==> config.mk <==
export PLATFORM = sky130hd
export DESIGN_NAME = rme_cell
export DESIGN_NICKNAME = d
export VERILOG_FILES = /design/src/design/rme_cell.sv
export SDC_FILE = /design/constraint.sdc
export NUM_CORES = 1
export LEC_CHECK = 0
export BUFFER_PORTS_ARGS = -buffer_cell sky130_fd_sc_hd__clkbuf_2
export CAP_MARGIN = 20
export CORE_AREA = 3 3 101 103
export DETAILED_ROUTE_END_ITERATION = 10
export DIE_AREA = 0 0 104 106
export PLACE_DENSITY = 0.78
export SLEW_MARGIN = 20
export SYNTH_ARGS = -nofsm -noshare
export SYNTH_HDL_FRONTEND = slang
export SYNTH_SLANG_ARGS = --single-unit
==> constraint.sdc <==
create_clock -name clk -period 8.7 [get_ports clk]
set_clock_uncertainty 0.15 [all_clocks]
set_input_delay 0.435 -clock clk [delete_from_list [all_inputs] [get_ports clk]]
set_output_delay 0.435 -clock clk [all_outputs]
set_load 0.05 [all_outputs]
==> src/design/rme_cell.sv <==
// One shift-and-add step of a modular multiply, registered.
// Depends on nothing; instantiated in a chain by the top level.
module rme_cell #(
  parameter int MOD_WIDTH = 16
) (
  input  logic                 clk,
  input  logic                 rst_n,
  input  logic                 en,
  input  logic [MOD_WIDTH-1:0] modulus,
  input  logic                 valid_in,
  input  logic [MOD_WIDTH-1:0] a_in,
  input  logic [MOD_WIDTH-1:0] base_in,
  input  logic [MOD_WIDTH-1:0] r_in,
  input  logic [MOD_WIDTH-1:0] b_in,
  output logic                 valid_out,
  output logic [MOD_WIDTH-1:0] a_out,
  output logic [MOD_WIDTH-1:0] base_out,
  output logic [MOD_WIDTH-1:0] r_out,
  output logic [MOD_WIDTH-1:0] b_out
);
  logic                 valid_r;
  logic [MOD_WIDTH-1:0] a_r, base_r, r_r, b_r;
  logic [MOD_WIDTH:0]   dbl, dbl_red, sum;
  logic [MOD_WIDTH-1:0] r_nxt;
  logic [MOD_WIDTH:0]   m_ext;

  always_comb begin
    m_ext = {1'b0, modulus};
    dbl = {r_in, 1'b0};
    dbl_red = (dbl >= m_ext) ? dbl - m_ext : dbl;
    sum = {1'b0, dbl_red[MOD_WIDTH-1:0]} + {1'b0, a_in};
    if (b_in[MOD_WIDTH-1]) begin
      r_nxt = (sum >= m_ext) ? sum[MOD_WIDTH-1:0] - modulus : sum[MOD_WIDTH-1:0];
    end else begin
      r_nxt = dbl_red[MOD_WIDTH-1:0];
    end
  end

  always_ff @(posedge clk) begin
    if (!rst_n) begin
      valid_r <= 1'b0;
    end else if (en) begin
      valid_r <= valid_in;
    end
    if (en) begin
      a_r <= a_in;
      base_r <= base_in;
      r_r <= r_nxt;
      b_r <= {b_in[MOD_WIDTH-2:0], 1'b0};
    end
  end

  assign valid_out = valid_r;
  assign a_out = a_r;
  assign base_out = base_r;
  assign r_out = r_r;
  assign b_out = b_r;
endmodule

==> flow_summary_export.csv <==
group,metric,value,unit
power,total_power,1.739,mW
synthesis,ys_types,66,
cts,cts_resized,0,
power,power.net_switching,0.7420,mW
synthesis,post_synth.cell_area_avg,10.74,um2
cts,clock_latency,0.33,ns
cts,cts_root_buffer,"sky130_fd_sc_hd__clkbuf_8",
power,total_leakage_power,2.702,nW
cts,ctsHtreeMaxLevel,3,
routing,avgViaCountPerCell,5.552,
placement,post-place-cells,728,
cts,post-cts-setup-buffer-count,0,
sta,rsz_0062_raised_after_global_routing,"no",
synthesis,netlist_top_cells_area,"sky130_fd_sc_hd__edfxtp_1 38%, sky130_fd_sc_hd__ha_1 12%, sky130_fd_sc_hd__xnor2_1 4.6%, sky130_fd_sc_hd__mux2_2 4.6%, sky130_fd_sc_hd__mux2_4 4.3%",
synthesis,synth_nets,595,
cts,hold_buffers,0,
power,sequentialPowerShare,24.2,%
finish,stdcell_count,743,
hold_path,min_path_type,"input pin to flop",
sta,slew-limit-headroom,46.55,%
floorplan,die_h,106,um
worst_setup_path,worstReg2RegEnd,"valid_out",
power,power.ir.vdd_worst,0.09893,mV
synthesis,synth_area,4928,um2
worst_setup_path,startpoint_type,"input pin",
global_routing,via_count_of_the_first_global_routing_pass,3999,
worst_setup_path,crit_fanout,16,
floorplan,floorplan.initialDensity,53.09,%
floorplan,fp.coreArea,9284,um2
global_routing,grt-ovfl-total,0,
cts,cts_tree,"yes",
finish,final_layout_net_count,746,
sta,final_cycle_share,79.72,%
routing,drt_drc_violations_left,0,
sta,max_slew.worst_pin.slew,0.8018,ns
global_routing,global_route_usage_over_all_layers,21.07,%
worst_setup_path,cp_data_required_time,8.64,ns
finish,antenna-diode-count,0,
global_routing,number_of_antenna_violations_at_the_first_check_in_global_routing,0,
power,switching_share,42.66,%
finish,layout-drive-gt1-share,34.85,%
worst_setup_path,setup.worst_path.end_class,"flop",
synthesis,synth_top_area_share,38.39,%
synthesis,yosysSeqAreaShare,38.79,%
worst_setup_path,r2r_cells,2,
sta,hold_viol,0,
worst_setup_path,timing.setup.critical_path_class,"input pin to flop",
worst_setup_path,worst_r2r_startpoint,"valid_out",
routing,drt-wirelength-per-cell,15.96,um
power,power.clock.fraction,15.4,%
placement,numPortBuffers,147,
synthesis,synthesis.instances,459,
synthesis,synthTopCellsByCount,"63 x sky130_fd_sc_hd__edfxtp_1, 49 x sky130_fd_sc_hd__ha_1, 35 x sky130_fd_sc_hd__nor2_1, 32 x sky130_fd_sc_hd__inv_1, 26 x sky130_fd_sc_hd__xnor2_1",
finish,area_delta_synth_final,21.76,%
sta,tns,0,ns
placement,gp_routability_congestion,0.9303,
cts,clockBufferDepth,2,
hold_path,hold_start,"b_in[1]",
run,max-cap-violations,0,
finish,fill_cells,780,
power,combPwrFrac,60.5,%
worst_setup_path,cp_data_arrival_time,6.87,ns
floorplan,die_extent_in_x,104,um
routing,drt.antenna.violating_nets,0,
status,status,"completed",
routing,drt-total-wl,11860,um
sta,setup_violations,0,
synthesis,yosys.area.top_type,"sky130_fd_sc_hd__edfxtp_1",
cts,cts.sink_count,64,
synthesis,most_used_dff_post_synth,"sky130_fd_sc_hd__edfxtp_1",
floorplan,pin_count,149,
routing,detailedRoute.firstPassIterationCount,4,
global_routing,grt_pass1_wl,19110,um
worst_setup_path,reg2reg_slack,7.94,ns
synthesis,synth_enable_flop_cells,63,
routing,first_iter_violations,191,
placement,place.detailed.hpwl,9619,um
synthesis,synth.ff_latch_count,64,
power,power.density_cell_area,289.8,nW/um2
routing,route.vias.total,4125,
worst_setup_path,crit_path_end,"r_out[2]",
sta,final_max_slew_viol_count,0,
cts,cts_buffers,9,
sta,maxClockFrequency,144.2,MHz
synthesis,ys_async_sr_fraction,0,%
floorplan,die_area,11020,um2
floorplan,placementRows,35,
cts,clock_slew_at_reported_path_ffs,0.07,ns
worst_setup_path,startpoint,"modulus[1]",
global_routing,grt_start_max_net_pins,65,
synthesis,yosys_warnings,0,
sta,tmin_final,6.935,ns
synthesis,synth_most_common_cell,"sky130_fd_sc_hd__edfxtp_1",
power,power.internal,0.9971,mW
worst min-delay path by stage:
stage                        endpoint  cells past startpoint  slack (ns)
after floorplan              a_out[0]                      0        0.38
after global placement      valid_out                      2        0.35
after detailed placement    valid_out                      2        0.39
after CTS                   b_out[12]                      1        0.11
after global routing      base_out[6]                      1        0.11
final                        b_out[2]                      1        0.12
cells by family (layout without fill, tap and decap cells):
kind of cell	after synthesis	count (layout)	share of synthesized area, %
adders and majority gates	52	52	13.66
and+or+nand+nor	121	121	12.24
other	1	1	0.07609
muxes	42	42	10.46
buffers and inverters	41	196	3.427
DFF	64	64	38.79
xor gates and xnor gates	34	34	6.042
AOI/OAI and AO/OA	104	104	15.31
power by group through the flow:
| stage | Clock (mW) | Combinational [mW] | Sequential (mW) |
|---|---|---|---|
| after detailed placement | 0 | 1.04 | 0.427 |
| after global routing | 0.287 | 1.14 | 0.424 |
| after CTS | 0.276 | 1.04 | 0.420 |
| after floorplan | 0 | 0.661 | 0.602 |
| final | 0.268 | 1.05 | 0.420 |
| after global placement | 0 | 1.01 | 0.427 |
routing by layer:
layer,share of wire (%),GRT usage (%),vias to the layer above
li1,-,-,2043
met1,45,27.56,1905
met2,48,36.54,163
met3,5.9,2.489,14
met4,1.5,6.838,0
met5,0,0,-
per-stage QoR:
step	area, um2	hold slack (ns)	worst slack, ns	util [%]
after global placement	5792	0.3518	1.880	62.39
after detailed placement	5792	0.3858	1.600	62.39
after floorplan	4928	0.3839	2.426	-
after global routing	6001	0.1096	1.395	64.64
after CTS	6001	0.1076	1.840	64.64
final	6001	0.1245	1.765	64.64
state kept, by name (all words and copies together), names as in the netlist:
| name | count |
|---|---|
| a_out | 16 |
| b_out | 15 |
| base_out | 16 |
| r_out | 16 |
| valid_out | 1 |
placed cells by master, fill, tap and decap left out, drive strengths merged, types with 7 or more instances in the layout:
cell	synthesis	routed
clkbuf	5	156
inv	32	32
o21ai	14	14
nand3	8	8
edfxtp	63	63
ha	49	49
nand2	23	23
mux2i	8	8
o21a	11	11
nand4	7	7
a21oi	28	28
nor2	36	36
nor2b	8	8
xor2	8	8
xnor2	26	26
mux2	34	34
nor3	16	16
area by class of cell:
class	count	area [um2]	share of cell area, %
Clock buffer	9	123.9	2.064
Clock inverter	6	85.08	1.418
Inverter	32	120.1	2.002
Multi-Input combinational cell	354	2848	47.46
Sequential cell	64	1912	31.86
Tap cell	129	161.4	2.690
Timing Repair Buffer	149	750.7	12.51
worst max-delay path: stages:
cell,delay (ns)
sky130_fd_sc_hd__clkbuf_2,0.08
sky130_fd_sc_hd__inv_1,0.15
sky130_fd_sc_hd__ha_1,0.27
sky130_fd_sc_hd__nor2b_1,0.15
sky130_fd_sc_hd__o2111a_1,0.26
sky130_fd_sc_hd__nor3_2,0.29
sky130_fd_sc_hd__nor3_1,0.13
sky130_fd_sc_hd__o31ai_2,0.26
sky130_fd_sc_hd__a21oi_2,0.07
sky130_fd_sc_hd__buf_4,0.22
sky130_fd_sc_hd__mux2i_1,0.35
sky130_fd_sc_hd__inv_1,0.09
sky130_fd_sc_hd__ha_1,0.28
sky130_fd_sc_hd__a211oi_1,0.49
sky130_fd_sc_hd__nor2_1,0.10
sky130_fd_sc_hd__o21ai_0,0.39
sky130_fd_sc_hd__a21oi_1,0.12
sky130_fd_sc_hd__nor2_1,0.14
sky130_fd_sc_hd__xnor2_1,0.17
sky130_fd_sc_hd__ha_1,0.33
sky130_fd_sc_hd__a21oi_1,0.25
sky130_fd_sc_hd__and2_4,0.19
sky130_fd_sc_hd__a311oi_2,0.06
sky130_fd_sc_hd__o41ai_2,0.36
sky130_fd_sc_hd__a21oi_2,0.15
sky130_fd_sc_hd__nor2_4,0.42
sky130_fd_sc_hd__mux2_2,0.39
sky130_fd_sc_hd__mux2_2,0.26
No activity file was read; power rests on OpenSTA's default activity.
